`config.mk`:
```
export PLATFORM = sky130hd
export DESIGN_NAME = rotary_encoder_debounce_top_flat
export DESIGN_NICKNAME = d
export VERILOG_FILES = /design/src/sv/rotenc_pkg.sv /design/src/sv/rotenc_in_if.sv /design/src/sv/rotenc_out_if.sv /design/src/sv/rotenc_core.sv /design/src/sv/rotary_encoder_debounce_top.sv /design/src/flat_wrapper.sv
export SDC_FILE = /design/constraint.sdc
export NUM_CORES = 1
export LEC_CHECK = 0
export BUFFER_PORTS_ARGS = -buffer_cell sky130_fd_sc_hd__buf_4
export CAP_MARGIN = 10
export CORE_MARGIN = 1.5
export CORE_UTILIZATION = 50
export DETAILED_ROUTE_END_ITERATION = 10
export PLACE_DENSITY_LB_ADDON = 0.08
export SYNTH_ARGS = -nofsm -noshare
export SYNTH_HDL_FRONTEND = slang
export SYNTH_SLANG_ARGS = --single-unit
```
`constraint.sdc`:
```
create_clock -name i_clk -period 6.51 [get_ports i_clk]
set_input_delay 0.651 -clock i_clk [delete_from_list [all_inputs] [get_ports i_clk]]
set_output_delay 0.651 -clock i_clk [all_outputs]
set_load 0.01 [all_outputs]
```
`src/sv/rotenc_pkg.sv`:
```
// ----------------------------------------------------------------------------
// rotenc_pkg
// types and constants of the rotary encoder debounce block
// ----------------------------------------------------------------------------
`default_nettype none

package rotenc_pkg;

    localparam int TIME_WIDTH_DEF = 32;
    localparam int STEP_WIDTH_DEF = 8;

    localparam int MODE_W    = 3;
    localparam int VALUE_IN_W = 16;
    localparam int VALUE_OUT_W = 15;
    localparam int TIME_OUT_W = 32;
    localparam int VALUE_TOP  = 32767;

    localparam logic [63:0] TIME_RESET = 64'h0000_0000_0FFF_FFFF;

    localparam int ROT_LOCK_W = 8;
    localparam int BTN_LOCK_W = 16;
    localparam logic [ROT_LOCK_W-1:0] ROT_LOCK_RST = 8'd1;
    localparam logic [BTN_LOCK_W-1:0] BTN_LOCK_RST = 16'd200;

    localparam int APB_AW = 4;
    localparam int APB_DW = 32;

    typedef enum logic [MODE_W-1:0] {
        MODE_TICK     = 3'd0,
        MODE_PHASE_A  = 3'd1,
        MODE_BUTTON   = 3'd2,
        MODE_ENC_POLL = 3'd3,
        MODE_BTN_POLL = 3'd4
    } t_mode;

    typedef enum logic [1:0] {
        REG_ROT_LOCKOUT = 2'd0,
        REG_BTN_LOCKOUT = 2'd1,
        REG_DIR_INVERT  = 2'd2
    } t_reg_idx;

    typedef struct packed {
        logic [ROT_LOCK_W-1:0] rot_lockout;
        logic [BTN_LOCK_W-1:0] btn_lockout;
        logic                  dir_invert;
    } t_cfg;

    typedef struct packed {
        logic [VALUE_OUT_W-1:0] value_out;
        logic                   changed;
        logic                   button_pressed;
        logic [TIME_OUT_W-1:0]  time_ms;
    } t_result;

endpackage

`default_nettype wire

```
`src/sv/rotenc_in_if.sv`:
```
// ----------------------------------------------------------------------------
// rotenc_in_if
// input item channel: valid/ready plus event payload
// ----------------------------------------------------------------------------
`default_nettype none

interface rotenc_in_if;
    logic                                   valid;
    logic                                   ready;
    logic [rotenc_pkg::MODE_W-1:0]          mode;
    logic                                   phase_b_level;
    logic signed [rotenc_pkg::VALUE_IN_W-1:0] value_in;

    modport source (output valid, output mode, output phase_b_level, output value_in,
                    input ready);
    modport sink   (input valid, input mode, input phase_b_level, input value_in,
                    output ready);
endinterface

`default_nettype wire

```
`src/sv/rotenc_out_if.sv`:
```
// ----------------------------------------------------------------------------
// rotenc_out_if
// result item channel: valid/ready plus result payload
// ----------------------------------------------------------------------------
`default_nettype none

interface rotenc_out_if;
    logic                                 valid;
    logic                                 ready;
    logic [rotenc_pkg::VALUE_OUT_W-1:0]   value_out;
    logic                                 changed;
    logic                                 button_pressed;
    logic [rotenc_pkg::TIME_OUT_W-1:0]    time_ms;

    modport source (output valid, output value_out, output changed,
                    output button_pressed, output time_ms, input ready);
    modport sink   (input valid, input value_out, input changed,
                    input button_pressed, input time_ms, output ready);
endinterface

`default_nettype wire

```
`src/sv/rotenc_core.sv`:
```
// ----------------------------------------------------------------------------
// rotenc_core
// debounce state and per-event update, one event per fire strobe
// ----------------------------------------------------------------------------
`default_nettype none

module rotenc_core #(
    parameter int TIME_WIDTH = rotenc_pkg::TIME_WIDTH_DEF,
    parameter int STEP_WIDTH = rotenc_pkg::STEP_WIDTH_DEF
) (
    input  wire logic                                      i_clk,
    input  wire logic                                      i_rst_n,
    input  wire rotenc_pkg::t_cfg                          i_cfg,
    input  wire logic                                      i_fire,
    input  wire rotenc_pkg::t_mode                         i_mode,
    input  wire logic                                      i_phase_b_level,
    input  wire logic signed [rotenc_pkg::VALUE_IN_W-1:0]  i_value_in,
    output rotenc_pkg::t_result                            o_res
);

    localparam int ADJ_W = ((STEP_WIDTH > rotenc_pkg::VALUE_IN_W) ?
                            STEP_WIDTH : rotenc_pkg::VALUE_IN_W) + 2;
    localparam logic [TIME_WIDTH-1:0] TIME_RST = TIME_WIDTH'(rotenc_pkg::TIME_RESET);
    localparam logic [STEP_WIDTH-1:0] STEP_MAX = '1;
    localparam logic signed [ADJ_W-1:0] ADJ_TOP = ADJ_W'(rotenc_pkg::VALUE_TOP);

    logic [TIME_WIDTH-1:0] r_ms, n_ms;
    logic [TIME_WIDTH-1:0] r_last_rot, n_last_rot;
    logic [TIME_WIDTH-1:0] r_last_btn, n_last_btn;
    logic [STEP_WIDTH-1:0] r_steps, n_steps;
    logic                  r_dir, n_dir;
    logic                  r_press, n_press;

    logic                    rot_pass;
    logic                    btn_pass;
    logic signed [ADJ_W-1:0] v_ext;
    logic signed [ADJ_W-1:0] s_ext;
    logic signed [ADJ_W-1:0] v_adj;
    logic signed [ADJ_W-1:0] v_sel;
    logic                    apply;
    logic                    pressed;

    // lockout passes when the counter wrapped below the last time, or past the window
    assign rot_pass = (r_last_rot > r_ms) ||
                      ((r_ms - r_last_rot) > TIME_WIDTH'(i_cfg.rot_lockout));
    assign btn_pass = (r_last_btn > r_ms) ||
                      ((r_ms - r_last_btn) > TIME_WIDTH'(i_cfg.btn_lockout));

    assign v_ext = ADJ_W'(i_value_in);
    assign s_ext = $signed(ADJ_W'(r_steps));
    assign v_adj = r_dir ? (v_ext - s_ext) : (v_ext + s_ext);

    always_comb begin
        n_ms       = r_ms;
        n_last_rot = r_last_rot;
        n_last_btn = r_last_btn;
        n_steps    = r_steps;
        n_dir      = r_dir;
        n_press    = r_press;
        apply      = 1'b0;
        pressed    = 1'b0;
        unique case (i_mode)
            rotenc_pkg::MODE_TICK: begin
                n_ms = r_ms + 1'b1;
            end
            rotenc_pkg::MODE_PHASE_A: begin
                if (rot_pass) begin
                    n_last_rot = r_ms;
                    if (r_steps != STEP_MAX) begin
                        n_steps = r_steps + 1'b1;
                    end
                    n_dir = i_phase_b_level ^ i_cfg.dir_invert;
                end
            end
            rotenc_pkg::MODE_BUTTON: begin
                if (btn_pass) begin
                    n_last_btn = r_ms;
                    n_press    = 1'b1;
                end
            end
            rotenc_pkg::MODE_ENC_POLL: begin
                if (r_steps != '0) begin
                    apply   = 1'b1;
                    n_steps = '0;
                end
            end
            rotenc_pkg::MODE_BTN_POLL: begin
                pressed = r_press;
                n_press = 1'b0;
            end
            default: begin
            end
        endcase
    end

    // floor at 0, saturate at the top
    assign v_sel = apply ? v_adj : v_ext;

    always_comb begin
        if (v_sel[ADJ_W-1]) begin
            o_res.value_out = '0;
        end else if (v_sel > ADJ_TOP) begin
            o_res.value_out = rotenc_pkg::VALUE_OUT_W'(rotenc_pkg::VALUE_TOP);
        end else begin
            o_res.value_out = v_sel[rotenc_pkg::VALUE_OUT_W-1:0];
        end
        o_res.changed        = apply;
        o_res.button_pressed = pressed;
        o_res.time_ms        = rotenc_pkg::TIME_OUT_W'(n_ms);
    end

    always_ff @(posedge i_clk) begin
        if (!i_rst_n) begin
            r_ms       <= '0;
            r_last_rot <= TIME_RST;
            r_last_btn <= TIME_RST;
            r_steps    <= '0;
            r_dir      <= 1'b0;
            r_press    <= 1'b0;
        end else if (i_fire) begin
            r_ms       <= n_ms;
            r_last_rot <= n_last_rot;
            r_last_btn <= n_last_btn;
            r_steps    <= n_steps;
            r_dir      <= n_dir;
            r_press    <= n_press;
        end
    end

endmodule

`default_nettype wire

```
`src/sv/rotary_encoder_debounce_top.sv`:
```
// ----------------------------------------------------------------------------
// rotary_encoder_debounce_top
// rotary encoder and button debounce with millisecond time base
// ----------------------------------------------------------------------------
// Each input item is one event: a millisecond tick, a phase A falling edge,
// a button falling edge, an encoder poll or a button poll. Every item yields
// exactly one result item. The block takes one item per cycle while the sink
// keeps taking results: an item sits in the input register, the event logic
// (lockout compares, the step add and the value clamp) runs between that
// register and the result register, and the result is loaded into the result
// register when the item leaves the input register. The result register frees
// the input side as soon as the sink takes the waiting result, so with the
// sink always ready the sustained rate is one item per clock. Lockout and
// invert settings are written over the APB port at byte addresses 0, 4 and 8
// and should only change while no item is in flight.
`default_nettype none

module rotary_encoder_debounce_top #(
    parameter int TIME_WIDTH = rotenc_pkg::TIME_WIDTH_DEF,
    parameter int STEP_WIDTH = rotenc_pkg::STEP_WIDTH_DEF
) (
    input  wire logic                              i_clk,
    input  wire logic                              i_rst_n,
    rotenc_in_if.sink                              i_in,
    rotenc_out_if.source                           o_out,
    // configuration port
    input  wire logic                              psel,
    input  wire logic                              penable,
    input  wire logic                              pwrite,
    input  wire logic [rotenc_pkg::APB_AW-1:0]     paddr,
    input  wire logic [rotenc_pkg::APB_DW-1:0]     pwdata,
    output logic      [rotenc_pkg::APB_DW-1:0]     prdata,
    output logic                                   pready
);

    // configuration registers
    rotenc_pkg::t_cfg r_cfg;
    rotenc_pkg::t_reg_idx reg_idx;
    logic cfg_wr;

    // input register stage
    logic                                       r_s1_valid;
    rotenc_pkg::t_mode                          r_s1_mode;
    logic                                       r_s1_phase_b;
    logic signed [rotenc_pkg::VALUE_IN_W-1:0]   r_s1_value;

    // result register stage
    logic                r_out_valid;
    rotenc_pkg::t_result r_out;
    rotenc_pkg::t_result core_res;

    logic s1_adv;
    logic in_take;

    // ---------------------------------------------------------------- apb
    assign pready  = 1'b1;
    assign reg_idx = rotenc_pkg::t_reg_idx'(paddr[3:2]);
    assign cfg_wr  = psel && penable && pwrite;

    always_ff @(posedge i_clk) begin
        if (!i_rst_n) begin
            r_cfg.rot_lockout <= rotenc_pkg::ROT_LOCK_RST;
            r_cfg.btn_lockout <= rotenc_pkg::BTN_LOCK_RST;
            r_cfg.dir_invert  <= 1'b0;
        end else if (cfg_wr) begin
            unique case (reg_idx)
                rotenc_pkg::REG_ROT_LOCKOUT:
                    r_cfg.rot_lockout <= pwdata[rotenc_pkg::ROT_LOCK_W-1:0];
                rotenc_pkg::REG_BTN_LOCKOUT:
                    r_cfg.btn_lockout <= pwdata[rotenc_pkg::BTN_LOCK_W-1:0];
                rotenc_pkg::REG_DIR_INVERT:
                    r_cfg.dir_invert  <= pwdata[0];
                default: begin
                    // unmapped address, write dropped
                end
            endcase
        end
    end

    // read back, zero for unmapped addresses
    always_comb begin
        prdata = '0;
        unique case (reg_idx)
            rotenc_pkg::REG_ROT_LOCKOUT: prdata = rotenc_pkg::APB_DW'(r_cfg.rot_lockout);
            rotenc_pkg::REG_BTN_LOCKOUT: prdata = rotenc_pkg::APB_DW'(r_cfg.btn_lockout);
            rotenc_pkg::REG_DIR_INVERT:  prdata = rotenc_pkg::APB_DW'(r_cfg.dir_invert);
            default:                     prdata = '0;
        endcase
    end

    // ---------------------------------------------------------------- flow
    // the stage-1 item moves on when the result register is empty or drains now
    assign s1_adv     = r_s1_valid && (!r_out_valid || o_out.ready);
    assign i_in.ready = !r_s1_valid || s1_adv;
    assign in_take    = i_in.valid && i_in.ready;

    always_ff @(posedge i_clk) begin
        if (!i_rst_n) begin
            r_s1_valid <= 1'b0;
        end else if (i_in.ready) begin
            r_s1_valid <= i_in.valid;
        end
    end

    always_ff @(posedge i_clk) begin
        if (in_take) begin
            r_s1_mode    <= rotenc_pkg::t_mode'(i_in.mode);
            r_s1_phase_b <= i_in.phase_b_level;
            r_s1_value   <= i_in.value_in;
        end
    end

    // ---------------------------------------------------------------- event logic
    // state advances exactly once per item, when it leaves stage 1
    rotenc_core #(
        .TIME_WIDTH (TIME_WIDTH),
        .STEP_WIDTH (STEP_WIDTH)
    ) u_core (
        .i_clk           (i_clk),
        .i_rst_n         (i_rst_n),
        .i_cfg           (r_cfg),
        .i_fire          (s1_adv),
        .i_mode          (r_s1_mode),
        .i_phase_b_level (r_s1_phase_b),
        .i_value_in      (r_s1_value),
        .o_res           (core_res)
    );

    // ---------------------------------------------------------------- result register
    always_ff @(posedge i_clk) begin
        if (!i_rst_n) begin
            r_out_valid <= 1'b0;
        end else if (s1_adv) begin
            r_out_valid <= 1'b1;
        end else if (o_out.ready) begin
            r_out_valid <= 1'b0;
        end
    end

    always_ff @(posedge i_clk) begin
        if (s1_adv) begin
            r_out <= core_res;
        end
    end

    assign o_out.valid          = r_out_valid;
    assign o_out.value_out      = r_out.value_out;
    assign o_out.changed        = r_out.changed;
    assign o_out.button_pressed = r_out.button_pressed;
    assign o_out.time_ms        = r_out.time_ms;

endmodule

`default_nettype wire

```
`src/flat_wrapper.sv`:
```
// flat-port wrapper written by rule: the top's interface ports become plain ports
module rotary_encoder_debounce_top_flat 
#(
    parameter int TIME_WIDTH = rotenc_pkg::TIME_WIDTH_DEF,
    parameter int STEP_WIDTH = rotenc_pkg::STEP_WIDTH_DEF
)
  (i_clk, i_rst_n, psel, penable, pwrite, paddr, pwdata, prdata, pready, i_in_valid, i_in_mode, i_in_phase_b_level, i_in_value_in, i_in_ready, o_out_valid, o_out_value_out, o_out_changed, o_out_button_pressed, o_out_time_ms, o_out_ready);
  rotenc_in_if i_in_i ();
  rotenc_out_if o_out_i ();
  input  wire logic i_clk;
  input  wire logic i_rst_n;
  input  wire logic psel;
  input  wire logic penable;
  input  wire logic pwrite;
  input  wire logic [rotenc_pkg::APB_AW-1:0] paddr;
  input  wire logic [rotenc_pkg::APB_DW-1:0] pwdata;
  output logic      [rotenc_pkg::APB_DW-1:0] prdata;
  output logic pready;
  input wire logic [$bits(i_in_i.valid)-1:0] i_in_valid;
  input wire logic [$bits(i_in_i.mode)-1:0] i_in_mode;
  input wire logic [$bits(i_in_i.phase_b_level)-1:0] i_in_phase_b_level;
  input wire logic [$bits(i_in_i.value_in)-1:0] i_in_value_in;
  output wire logic [$bits(i_in_i.ready)-1:0] i_in_ready;
  output wire logic [$bits(o_out_i.valid)-1:0] o_out_valid;
  output wire logic [$bits(o_out_i.value_out)-1:0] o_out_value_out;
  output wire logic [$bits(o_out_i.changed)-1:0] o_out_changed;
  output wire logic [$bits(o_out_i.button_pressed)-1:0] o_out_button_pressed;
  output wire logic [$bits(o_out_i.time_ms)-1:0] o_out_time_ms;
  input wire logic [$bits(o_out_i.ready)-1:0] o_out_ready;
  assign i_in_i.valid = i_in_valid;
  assign i_in_i.mode = i_in_mode;
  assign i_in_i.phase_b_level = i_in_phase_b_level;
  assign i_in_i.value_in = i_in_value_in;
  assign i_in_ready = i_in_i.ready;
  assign o_out_valid = o_out_i.valid;
  assign o_out_value_out = o_out_i.value_out;
  assign o_out_changed = o_out_i.changed;
  assign o_out_button_pressed = o_out_i.button_pressed;
  assign o_out_time_ms = o_out_i.time_ms;
  assign o_out_i.ready = o_out_ready;
  rotary_encoder_debounce_top #(.TIME_WIDTH(TIME_WIDTH), .STEP_WIDTH(STEP_WIDTH)) u_core (.i_clk(i_clk), .i_rst_n(i_rst_n), .i_in(i_in_i), .o_out(o_out_i), .psel(psel), .penable(penable), .pwrite(pwrite), .paddr(paddr), .pwdata(pwdata), .prdata(prdata), .pready(pready));
endmodule
```
Yosys cells after proc, flatten, opt, wreduce, memory -nomap -nowiden --
Cells that the tools add are included.
Word-level totals: register bits 202, input bits 63, word-level logic and storage cells 79
Cells by class: $add $sub $neg 6, order comparisons 5, equality and inequality tests 11, multiplexer cells 15, bitwise gates (word level) 1, reductions and logical operators 23
Operator list (number):
- $gt 32x32->1 | 2
- $sub 32x32->32 | 2
- $pmux 16 s3 | 1
- $mux 18 | 2
- $add 32x1->32 const B | 1
- $gt 32x16->1 | 1
- $gt 32x8->1 | 1
- $mux 32 | 1
- $mux 8 | 3
- $gt 18x16->1 const B | 1
- $add 16x9->17 | 1
- $sub 16x9->17 | 1
- $pmux 8 s2 | 1
- $mux 15 | 1
- $reduce_and 3->1 | 3
- $add 8x1->8 const B | 1
- $ne 2x2->1 const B | 4
- $ne 8x8->1 const B | 1
- $reduce_bool 8->1 | 1
- $eq 3x2->1 const B | 2
- $reduce_and 2->1 | 3
- $reduce_bool 2->1 | 3
- $mux 1 | 5
- $reduce_and 5->1 | 1
- other kinds (11) | 18

Depth between registers and ports, before layout --
Gate-level depths: netlist (run 1).
depth after elaboration 6, gate-level depth with buffers 24

Modules after synthesis --
From an unflattened synthesis (run 1), not the netlist that was laid out.
Unflattened totals: cell total of the unflattened synthesis 1808, area, all modules 14605.3 um2
By module, submodules not included:
- rotenc_core | instances 1, cells each 1574, area each 11101.9 um2, seq. area each 2122.0 um2
- rotary_encoder_debounce_top | instances 1, cells each 234, area each 3503.4 um2, seq. area each 2612.5 um2

Worst setup path after synthesis (run 1) --
Ideal clock, no wire load.
kind register -> register, start point reg u_core.u_core.r_ms[0], end point reg u_core.u_core.r_press, arrival time 4597 ps, required time 6395 ps, path slack 1798 ps, stages on the path, launching flop included 25, period minus slack after synthesis 4712 ps, cell sequence dfxtp_1 inv_1 ha_1 inv_1 fa_1 a21o_1 a221oi_2 o21bai_1 a21oi_1 o21bai_1 a21oi_1 xnor2_1 ha_1 nand4_1 nor3_1 a2111oi_0 a21oi_1 nor4_2 o2111ai_1 a2111oi_2 o2111ai_1 o31a_1 buf_6 buf_12 o21a_1
On the way: cells in the longest elaborated chain, start to end 5, elaborated cells between the ends (all ways) 6
Ends and longest elaborated chain:
- from (decl) | RTL line rotenc_core.sv:27 | logic [TIME_WIDTH-1:0] r_ms, n_ms;
- from (signal assigned) | RTL line rotenc_core.sv:121 | r_ms <= n_ms;
- $sub 32x32->32 | RTL line rotenc_core.sv:47 | ((r_ms - r_last_btn) > TIME_WIDTH'(i_cfg.btn_lockout));
- $gt 32x16->1 | RTL line rotenc_core.sv:47
- $logic_or 1x1->1 * | RTL line rotenc_core.sv:46 | assign btn_pass = (r_last_btn > r_ms) ||
- $ne 2x2->1 (no line) *
- $reduce_and 3->1 (no line) *
- to (signal assigned) | RTL line rotenc_core.sv:126 | r_press <= n_press;
- to (decl) | RTL line rotenc_core.sv:32 | logic r_press, n_press;
Every way passes the cells marked *; elsewhere a longest branch is shown, timed or not. A chain may end at the register's enable or synchronous reset.

Worst setup path in the final report (run 1) --
start point reg u_core.u_core.r_ms[0], end point reg u_core.u_core.r_last_btn[10]
On the way: cells in the longest elaborated chain, start to end 4, elaborated cells between the ends (all ways) 5
Ends and longest elaborated chain:
- $sub 32x32->32 | RTL line rotenc_core.sv:47
- $gt 32x16->1 | RTL line rotenc_core.sv:47
- $logic_or 1x1->1 * | RTL line rotenc_core.sv:46
- $reduce_and 3->1 (no line) *
- to (signal assigned) | RTL line rotenc_core.sv:123 | r_last_btn <= n_last_btn;
- to (decl) | RTL line rotenc_core.sv:29 | logic [TIME_WIDTH-1:0] r_last_btn, n_last_btn;
Marks and branches as above.

==> key figures, run 1 <==
Pwr
  – Sw Pwr: around 740 uW
  – Power Density: slightly below 200 mW/mm2
  – Net Sw Frac: ~24%
  – Peak supply drop: approximately 220 uV
  – LEAKAGE: slightly above 7 nW
  – Internal power: 2.33 mW
  – Clock share of power: between 40 and 50%
  – Sequential Power Share: 44.2%
  – Logic pwr share: about 9%

Final layout
  – Fin nets: around 1900
  – Design area: 0.0160 mm2
  – Most frequent cells in the layout: 181 x nor2_1, 170 x nand2_1, 133 x dfxtp_1
  – Fraction of layout instances using a drive strength above 1: between 10 and 15%
  – Commonest non-fill, non-tap cell in the layout: nor2_1
  – Layout overhead on the synthesized area: 11.5%
  – Layout fillers: about 2600
  – Antenna diodes: 0

Status
  – Status: completed

Clock network
  – CTS sink cnt: 202
  – TritonCTS buffer count: 25
  – Clk_lat worst skew: approximately 0.53 ns
  – H-tree Lvls: 1
  – CTS tree: done
  – Root Buffer Master: clkbuf_16
  – Clk buf depth: 3
  – CTS hold repair buffers: 0
  – PostCTS Resize Cnt: 0
  – Post-CTS Setup Inserts: 0
  – Clock transition at path regs: about 0.060 ns

Global route
  – Largest net degree at the start of global routing: 87
  – Total grt overflow: 0
  – Vias in the first global route: between 10000 and 15000
  – Initial antenna violation count: 0
  – First-pass GRT wire length: just under 60000 um
  – Gr usage total: about a quarter

Detailed routing
  – DRC viols: 0
  – Drt pass-1 iters: 5
  – Via count: between 10000 and 15000
  – Final wirelength: 36200 um
  – Post-route ant nets: 0
  – Drt via density: roughly 5.6
  – Routed length per instance: 16.8 um
  – DR iter-0 viols: just over 700

Setup path
  – Reg-to-Reg Start: u_core.u_core.r_ms[0]$_SDFFE_PN0P_
  – CP arrival: 6.06 ns
  – Cell Chain, Critical Path: inv_1 -> ha_1 -> inv_1 -> fa_1 -> a21o_1 -> a221oi_2 -> o21bai_1 -> a21oi_1 -> o21bai_1 -> a21oi_1 -> xnor2_1 -> ha_1 -> nand4_1 -> nor3_1 -> a2111oi_0 -> a21oi_1 -> nor4_2 -> o2111ai_1 -> a2111oi_2 -> o2111ai_1 -> o31a_2 -> mux2i_1
  – Critical Path Start: u_core.u_core.r_ms[0]$_SDFFE_PN0P_
  – Crit. End Element: flip-flop
  – Top Family by Delay on Critical Path: compound AO/OA/AOI/OAI gates
  – Worst-path maximum fanout: 33
  – Crit-path max cell delay: approximately 0.66 ns
  – Buf+Inv Stages, Crit Path: 2
  – Critical Path RT: approximately 6.9 ns
  – WS Path Type: flip-flop to flip-flop
  – Most common cell on crit path: a21oi_1
  – CP max stage cell: o31a_2
  – Critical Path Start Type: flip-flop

STA
  – Tightest Pin Transition: roughly 1.2 ns
  – Fmax: about 0.18 GHz
  – Slew HR: about 17%
  – Max Clock Skew: about 0.018 ns
  – Slew Limit Fails: 0
  – Final setup margin: slightly above 0.8 ns
  – Final Hold Fails: 0
  – Fin crit period: 5.70 ns
  – Endpoints failing setup: 0
  – Setup TNS: 0 ns
  – Period Utilization, post-route: 87.5%
  – RSZ-0062 raised after global routing: no

Placed design
  – Global placement routability congestion: approximately 0.88
  – Pre-CTS setup slack: a little under 0.9 ns
  – # port buffers: around 110
  – Hpwl dp: between 20000 and 30000 um
  – Dpl cell area: 0.0151 mm2

Floorplanning
  – Core Area: roughly 0.028 mm2
  – Die area: 0.0297 mm2
  – I/O Pins: roughly 150
  – Die Y-Extent: 172 um
  – Std cell rows: roughly 60
  – Initial Util: about 51%
  – Die width: between 150 and 200 um

Run
  – Max-Cap Viols: 0

Yosys
  – Number of synthesized flops with an enable pin: 69
  – Synth Cell Area: 0.0143 mm2
  – Cell count after synthesis: about 1700
  – Syn_area_per_cell: about 8.5 um2
  – Post-synthesis cell type count: 89
  – FF+latch count, synth: a little over 200
  – Sequential area share after synthesis: between 30% and 40%
  – Asr flop ratio synth: 0%
  – Synth Flop Type: dfxtp_1
  – Number of synthesis warnings: 0

Min path
  – Hold_sp: i_in_value_in[10]
  – Min-Delay Path Class: input port to flip-flop
[per-layer routing]
layer  global-route usage [%]  vias to the layer above  part of all wire, %
met5                        0                        -                    0
met4                     5.18                        0                  1.9
met3                     2.61                       40                  4.0
met2                     40.2                      259                   46
met1                     34.7                     5741                   48
li1                         -                     6023                    -
[worst reg2reg max path, stage by stage, from the launching register on]
cell and delay (ns):
dfxtp_1 0.33, inv_1 0.17, ha_1 0.21, inv_1 0.06
fa_1 0.39, a21o_1 0.21, a221oi_2 0.39, o21bai_1 0.10
a21oi_1 0.24, o21bai_1 0.09, a21oi_1 0.18, xnor2_1 0.15
ha_1 0.26, nand4_1 0.12, nor3_1 0.07, a2111oi_0 0.39
a21oi_1 0.16, nor4_2 0.30, o2111ai_1 0.20, a2111oi_2 0.35
o2111ai_1 0.18, o31a_2 0.66, mux2i_1 0.31
[logic make-up (layout without fill, tap and decap cells)]
logic type	after synthesis	in the layout	share of synthesized area [%]
fa+ha+maj	111	111	9.86
simple gates	570	570	18.8
compound gates	379	379	17.5
xor+xnor	111	111	6.79
mux	80	80	5.59
buf+inv	226	300	8.33
flops	202	202	33.1
other cells	2	17	0.0525
[layout make-up]
cell class	count	area (um2)	share of cell area, %
Clock inverter	16	185	1.16
Multi-Input combinational cell	1268	8450	53.0
Tap cell	378	473	2.96
Sequential cell	202	4730	29.7
Clock buffer	29	661	4.14
Timing Repair Buffer	129	981	6.15
Inverter	126	474	2.97
[path summary, 6_finish.rpt]
path,endpoint,slack (ns),cells past startpoint
hold / removal,u_core.r_s1_value[10]$_DFFE_PP_,0.31,1
hold reg to reg,u_core.u_core.r_last_btn[28]$_SDFFE_PN0P_,0.46,2
setup / recovery,u_core.u_core.r_last_btn[10]$_SDFFE_PN1P_,0.81,22
setup reg to reg,u_core.u_core.r_last_btn[10]$_SDFFE_PN1P_,0.81,22
[stage by stage]
step,std cells,hold WS (ns),utilization (%),power (mW)
6_report,2148,0.307,57.0,3.07
5_1_grt,2148,0.290,57.0,3.18
4_1_cts,2148,0.287,57.0,3.11
3_5_place_dp,2103,0.450,54.0,1.66
3_3_place_gp,2103,0.442,54.0,1.65
2_1_floorplan,1696,0.432,-,1.57
[power by group through the flow]
stage                     Clock, mW  Sequential [mW]  Combinational [mW]
final                          1.44             1.36               0.273
after global routing           1.51             1.36               0.304
after CTS                      1.47             1.36               0.276
after detailed placement          0             1.39               0.274
after global placement            0             1.38               0.269
after floorplan                   0             1.39               0.183
[state kept, by name, indices dropped and copies added, names as in the netlist]
name and flops:
u_core.o_out.time_ms 32, u_core.u_core.r_last_btn 32, u_core.u_core.r_last_rot 32, u_core.u_core.r_ms 32, u_core.r_cfg 25, u_core.r_s1_value 16
u_core.o_out.value_out 15, u_core.u_core.r_steps 8, u_core.r_s1_mode 3, u_core.o_out.button_pressed 1, u_core.o_out.changed 1, u_core.o_out.valid 1
u_core.r_s1_phase_b 1, u_core.r_s1_valid 1, u_core.u_core.r_dir 1, u_core.u_core.r_press 1
[synth_stat cells (all sizes together) (4+ instances only)]
cell type	instances	area share (%)
ha	108	9.4
xor2	48	2.9
nand3	47	1.6
edfxtp	69	14
nor2b	7	0.31
inv	125	3.3
nand2b	21	0.92
nand2	171	4.5
a22oi	4	0.24
a32o	4	0.28
nor3	29	1.1
dfxtp	133	19
nor3b	6	0.31
a211o	7	0.43
o21a	14	0.73
and2	18	0.80
o21ai	61	2.2
o22ai	19	0.87
a211oi	20	1.1
o31ai	6	0.31
a21boi	6	0.31
o211a	5	0.35
mux2i	80	5.6
buf	48	3.2
nor4	8	0.44
nor2	181	4.7
o2111ai	9	0.55
a31oi	7	0.31
o21bai	9	0.50
clkbuf	48	1.5
o211ai	22	1.2
and3	20	0.88
xnor2	63	3.9
nand4	26	1.2
a21oi	124	4.4
or2	7	0.31
and4	7	0.43
or3	12	0.52
a21o	34	1.8
a2111oi	6	0.41
Power figures use the tool's default switching activity.
==> run 2, diff against run 1 <==
--- a/config.mk
+++ b/config.mk
@@ -5,12 +5,14 @@
 export SDC_FILE = /design/constraint.sdc
 export NUM_CORES = 1
 export LEC_CHECK = 0
+export ABC_AREA = 1
 export BUFFER_PORTS_ARGS = -buffer_cell sky130_fd_sc_hd__buf_4
 export CAP_MARGIN = 10
 export CORE_MARGIN = 1.5
 export CORE_UTILIZATION = 50
 export DETAILED_ROUTE_END_ITERATION = 10
 export PLACE_DENSITY_LB_ADDON = 0.08
+export SKIP_CTS_REPAIR_TIMING = 1
 export SYNTH_ARGS = -nofsm -noshare
 export SYNTH_HDL_FRONTEND = slang
 export SYNTH_SLANG_ARGS = --single-unit
==> run 2 against run 1 <==
Setup slack better by 0.85 ns. Cell count is 27% higher. Sequential power is 4% higher. Maximum frequency is 18% higher. Via count is 20% higher. Sequential share of layout area is 1.6 points lower. Largest cell class unchanged. Largest power group is now registers.
==> key figures, run 2 <==
Clock network
  – CTS tree: done
  – Clock transition at path regs: around 0.06 ns
  – Root Buffer Master: clkbuf_16
  – Clk_lat worst skew: between 0.5 and 0.6 ns
  – CTS sink cnt: 202
  – Clk buf depth: 3
  – H-tree Lvls: 1
  – TritonCTS buffer count: 24

Placed design
  – Hpwl dp: 34200 um
  – # port buffers: between 100 and 150
  – Global placement routability congestion: a little over 1
  – Dpl cell area: approximately 0.016 mm2

STA
  – Endpoints failing setup: 0
  – Fmax: between 0.2 and 0.25 GHz
  – Slew Limit Fails: 0
  – Setup TNS: 0 ns
  – Tightest Pin Transition: between 0.9 and 1 ns
  – Slew HR: between 30% and 40%
  – RSZ-0062 raised after global routing: no
  – Period Utilization, post-route: between 70% and 80%
  – Final hold slack: 0.279 ns
  – Max Clock Skew: between 0.015 and 0.02 ns
  – Fin crit period: 4.85 ns
  – Final Hold Fails: 0

Run
  – Max-Cap Viols: 0

Yosys
  – Number of synthesized flops with an enable pin: 69
  – Number of synthesis warnings: 0
  – Post-synth top area share: between 10% and 20%
  – Synth top area cells: dfxtp_1 18%, edfxtp_1 14%, nand2_1 13%
  – Synth Cell Area: 0.0150 mm2
  – FF+latch count, synth: 202
  – Most frequent cell after synthesis: nand2_1
  – Asr flop ratio synth: 0%
  – Sequential area share after synthesis: roughly a third
  – Syn_area_per_cell: 6.75 um2
  – Synth Flop Type: dfxtp_1
  – Post-synthesis cell type count: 48
  – Cell count after synthesis: around 2200
  – Post-synth top cells: 515 x nand2_1, 367 x inv_1, 210 x nand3_1, 195 x nor2_1, 155 x a21oi_1
  – Cell taking the most area after synthesis: dfxtp_1

Pwr
  – LEAKAGE: 8.73 nW
  – Power Density: about 190 mW/mm2
  – Peak supply drop: approximately 200 uV

Final layout
  – Fin nets: ~2500
  – Fraction of layout instances using a drive strength above 1: 10.7%
  – Commonest non-fill, non-tap cell in the layout: nand2_1
  – Layout overhead on the synthesized area: 12.8%
  – Design area: about 0.017 mm2
  – Most frequent cells in the layout: 514 x nand2_1, 366 x inv_1, 210 x nand3_1

Detailed routing
  – Final wirelength: 43600 um
  – Post-route ant nets: 0
  – Via count: 14426
  – DR iter-0 viols: 996
  – Drt via density: 5.29
  – Routed length per instance: about 16 um
  – DRC viols: 0
  – Drt pass-1 iters: 7

Global route
  – First-pass GRT wire length: around 69000 um
  – Total grt overflow: 0
  – Largest net degree at the start of global routing: 65
  – Initial antenna violation count: 1
  – Vias in the first global route: around 13000
  – Gr usage total: about 28%

Floorplanning
  – I/O Pins: around 150
  – Die Y-Extent: between 150 and 200 um
  – Core Area: 0.0296 mm2
  – Std cell rows: 63
  – Initial Util: 50.6%
  – Die area: roughly 0.031 mm2
  – Die width: ~180 um

Status
  – Status: completed

Setup path
  – Crit. End Element: flip-flop
  – Worst-path maximum fanout: 37
  – WS Path Type: flip-flop to flip-flop
  – CP arrival: roughly 5.3 ns
  – Critical Path Start Type: flip-flop
  – Critical Path RT: ~7.0 ns

Min path
  – Min-Delay Path Class: input port to flip-flop
-- run 2: cell count changes in the layout (fill, tap and decap cells not counted), sizes merged, moves of 31 or more --
cell,delta
a21o,-31
a21oi,+33
inv,+254
mux2i,-80
nand2,+367
nand3,+176
o21ai,+57
xnor2,-54
-- run 2: power by group --
group / total, mW / switching, mW / internal, mW
combinational: 0.617 / 0.391 / 0.225
clock: 1.25 / 0.538 / 0.716
sequential: 1.41 / 0.0466 / 1.36
total: 3.28 / 0.976 / 2.30
-- run 2: per-stage QoR --
step                      worst slack [ns]  total power [mW]  utilization [%]  std cells
after global routing                  1.31              3.43             57.1       2726
after CTS                             1.76              3.30             57.1       2726
after detailed placement              1.78              2.04             54.6       2683
after floorplan                       3.28              1.84                -       2231
final                                 1.66              3.28             57.1       2727
after global placement                1.82              2.03             54.6       2683
-- run 2: path summary, 6_finish.rpt --
path	endpoint	depth (start not counted)	slack, ns	from
max	u_core.u_core.r_last_btn[7]$_SDFFE_PN1P_	20	1.66	u_core.u_core.r_ms[5]$_SDFFE_PN0P_
min	u_core.r_s1_value[14]$_DFFE_PP_	1	0.28	i_in_value_in[14]
max reg2reg	u_core.u_core.r_last_btn[7]$_SDFFE_PN1P_	20	1.66	u_core.u_core.r_ms[5]$_SDFFE_PN0P_
min reg2reg	u_core.u_core.r_last_btn[19]$_SDFFE_PN1P_	2	0.45	u_core.u_core.r_last_btn[19]$_SDFFE_PN1P_
-- run 2: final cells by class --
| class | count | area, um2 |
|---|---|---|
| Fill cell | 2945 | 12700 |
| Clock inverter | 11 | 81.3 |
| Clock buffer | 32 | 661 |
| Timing Repair Buffer | 134 | 1010 |
| Tap cell | 390 | 488 |
| Inverter | 379 | 1420 |
| Multi-Input combinational cell | 1578 | 8480 |
| Antenna cell | 1 | 2.50 |
| Sequential cell | 202 | 4730 |
-- run 2: critical path: stages (launching register included) --
cell,delay (ns)
dfxtp_1,0.60
ha_1,0.37
a21oi_1,0.28
o21ai_1,0.11
nand2_1,0.07
nand3_1,0.19
a21o_1,0.26
xor2_1,0.17
ha_1,0.31
nand4_1,0.11
nor2_1,0.14
nand3_1,0.09
nand2_1,0.11
nand4_1,0.11
nor2_1,0.11
nand3_1,0.10
nor2_2,0.14
nand3_4,0.41
nand2_2,0.83
nand2_1,0.10
nand3_1,0.10
-- run 2: per-layer routing --
metal / GRT usage [%] / up-vias / part of all wire (%)
met5: 0 / - / 0
met4: 7.19 / 0 / 2.1
met3: 3.75 / 58 / 5.6
met2: 46.2 / 386 / 46
met1: 39.0 / 6631 / 47
li1: - / 7351 / -
-- run 2: kinds of logic after synthesis --
kind of cell / synth area share (%)
and+or+nand+nor: 31.6
buffers and inverters: 12.1
other: 0.0502
AOI/OAI and AO/OA: 11.1
DFF: 31.6
xor gates and xnor gates: 4.04
adders and majority gates: 9.43
==> run 3, diff against run 2 <==
==> constraint.sdc (replaced) <==
create_clock -name i_clk -period 4.25 [get_ports i_clk]
set_input_delay 0.425 -clock i_clk [delete_from_list [all_inputs] [get_ports i_clk]]
set_output_delay 0.425 -clock i_clk [all_outputs]
set_load 0.01 [all_outputs]
==> run 3 against run 2 <==
Clock skew grew 0.0063 ns. Largest power group unchanged. Sequential share of layout area shrank 0.35 points. Sequential cell count did not move. Clock power is 68% higher. Worst hold slack worse by 0.23 ns. Register-to-register slack lost 1.3 ns. Routed wire length rose by 2.0%. Global-route usage is 0.34 points higher. Die area unchanged. Largest cell class unchanged. Critical endpoint is now u_core.u_core.r_last_rot[5]$_SDFFE_PN1P_. Non-clock buffer count grew 13. Core utilization up 0.73 points.
==> key figures, run 3 (synthesis gave the netlist of run 2 again) <==
Global route
  – Gr usage total: about 28%
  – Largest net degree at the start of global routing: 55
  – Initial antenna violation count: 0
  – First-pass GRT wire length: roughly 70000 um
  – Total grt overflow: 0
  – Vias in the first global route: 13189

Setup path
  – Critical Path RT: around 4.6 ns
  – Cell Chain, Critical Path: inv_1 -> ha_1 -> fa_1 -> inv_1 -> nand2_1 -> nand2_1 -> and2_1 -> xor2_2 -> ha_1 -> nand2_1 -> nor2_1 -> nand4_1 -> nand2_1 -> nand2_1 -> nor3_1 -> nand2_1 -> nor2_1 -> nand2_1 -> nor2_2 -> nand3b_4 -> buf_4 -> nand3_1 -> nand3_1
  – CP max stage cell: fa_1
  – Worst-path maximum fanout: 10
  – CP arrival: approximately 4.3 ns
  – Crit-path max cell delay: 0.43 ns
  – Flop-to-flop setup slack: approximately 0.33 ns
  – Buf+Inv Stages, Crit Path: 3
  – Reg-to-Reg Start: u_core.u_core.r_ms[0]$_SDFFE_PN0P_
  – Reg2reg path depth: 23
  – Critical Path Start Type: flip-flop
  – Crit. End Element: flip-flop
  – Top Family by Delay on Critical Path: simple AND/OR/NAND/NOR gates
  – Worst flop-to-flop path endpoint: u_core.u_core.r_last_rot[5]$_SDFFE_PN1P_
  – WS Path Type: flip-flop to flip-flop
  – Most common cell on crit path: nand2_1

STA
  – Final Hold Fails: 0
  – Slew HR: between 30% and 40%
  – Fmax: between 0.2 and 0.3 GHz
  – Fin crit period: 3.92 ns
  – Tightest Pin Transition: between 0.9 and 1 ns
  – Endpoints failing setup: 0
  – Slew Limit Fails: 0
  – Period Utilization, post-route: between 90 and 100%
  – Max Clock Skew: 0.0256 ns
  – Setup TNS: 0 ns
  – RSZ-0062 raised after global routing: no

Placed design
  – Global placement routability congestion: 0.916
  – # port buffers: around 110
  – Hpwl dp: about 35000 um

Final layout
  – Fraction of layout instances using a drive strength above 1: 11.5%
  – Footprint of the multi-input gates: about 0.0085 mm2
  – Antenna diodes: 0
  – Fin nets: between 2000 and 3000
  – Layout fillers: 2947
  – Register area: 0.00474 mm2
  – Layout overhead on the synthesized area: 14.2%
  – Commonest non-fill, non-tap cell in the layout: nand2_1
  – Most frequent cells in the layout: 513 x nand2_1, 366 x inv_1, 210 x nand3_1
  – Final core occ: about 58%

Min path
  – Hold_sp: i_in_value_in[14]
  – Hold endpoint: u_core.r_s1_value[14]$_DFFE_PP_
  – Min-Delay Path Class: input port to flip-flop
  – Hold path cells: 1

Clock network
  – Clk_lat worst skew: 0.55 ns
  – CTS tree: done
  – H-tree Lvls: 1
  – Clock transition at path regs: approximately 0.060 ns
  – CTS sink cnt: about 200
  – Root Buffer Master: clkbuf_16
  – TritonCTS buffer count: 24
  – Clk buf depth: 3

Status
  – Status: completed

Floorplanning
  – Initial Util: approximately half
  – Die area: 0.0310 mm2
  – Die Y-Extent: 176 um
  – Die width: between 150 and 200 um
  – I/O Pins: ~150
  – Std cell rows: 63
  – Core Area: approximately 0.030 mm2

Detailed routing
  – Via count: about 15000
  – Routed length per instance: between 15 and 20 um
  – Post-route ant nets: 0
  – Drt via density: approximately 5.3
  – Met3 WL: between 2000 and 3000 um
  – Routed length on met2: ~20000 um
  – Drt pass-1 iters: 6
  – DR iter-0 viols: between 1000 and 1500
  – DRC viols: 0
  – DR top layer: met4
  – Final wirelength: approximately 45000 um
  – M1 wire length: 21100 um

Pwr
  – Peak supply drop: approximately 320 uV
  – Power Density: 305 mW/mm2
  – LEAKAGE: slightly below 9 nW

Run
  – Max-Cap Viols: 0
[run 3: layer usage]
metal | up-vias | track usage [%]
met2 | 417 | 45.9
met5 | - | 0
met4 | 0 | 6.27
met1 | 6737 | 41.0
met3 | 61 | 3.10
li1 | 7359 | -
[run 3: how the worst max path moves through the flow]
stage,cells after the start,startpoint,end,slack [ns]
CTS,26,u_core.u_core.r_ms[2]$_SDFFE_PN0P_,u_core.u_core.r_last_btn[7]$_SDFFE_PN1P_,0.27
global route,28,u_core.u_core.r_ms[0]$_SDFFE_PN0P_,u_core.u_core.r_last_btn[7]$_SDFFE_PN1P_,0.002
detailed placement,26,u_core.u_core.r_ms[2]$_SDFFE_PN0P_,u_core.u_core.r_last_btn[6]$_SDFFE_PN1P_,0.32
floorplan,21,u_core.u_core.r_ms[0]$_SDFFE_PN0P_,u_core.u_core.r_last_btn[18]$_SDFFE_PN1P_,1.02
finish,23,u_core.u_core.r_ms[0]$_SDFFE_PN0P_,u_core.u_core.r_last_rot[5]$_SDFFE_PN1P_,0.33
global placement,22,u_core.u_core.r_ms[0]$_SDFFE_PN0P_,u_core.u_core.r_press$_SDFFE_PN0P_,0.36
[run 3: power by group]
part	leakage, nW	internal [mW]	switching [mW]
Combinational	6.69	0.350	0.596
Sequential	1.75	2.09	0.0829
Clock	0.396	1.25	0.849
Total	8.83	3.69	1.53
[run 3: through the flow]
step	total power, mW	instance area [um2]	setup slack [ns]	hold WS, ns	instances
floorplan	2.82	15000	1.02	0.429	2231
global placement	3.13	16300	0.361	0.438	2696
detailed placement	3.14	16300	0.324	0.443	2696
CTS	5.25	17100	0.269	0.0294	2738
global route	5.45	17100	0.00210	0.0354	2738
finish	5.22	17100	0.334	0.0466	2738
[run 3: cell type report]
class | instances | share of cell area, %
Clock inverter | 15 | 1.06
Inverter | 379 | 8.32
Clock buffer | 27 | 3.70
Timing Repair Buffer | 147 | 6.60
Tap cell | 390 | 2.86
Multi-Input combinational cell | 1578 | 49.7
Sequential cell | 202 | 27.7
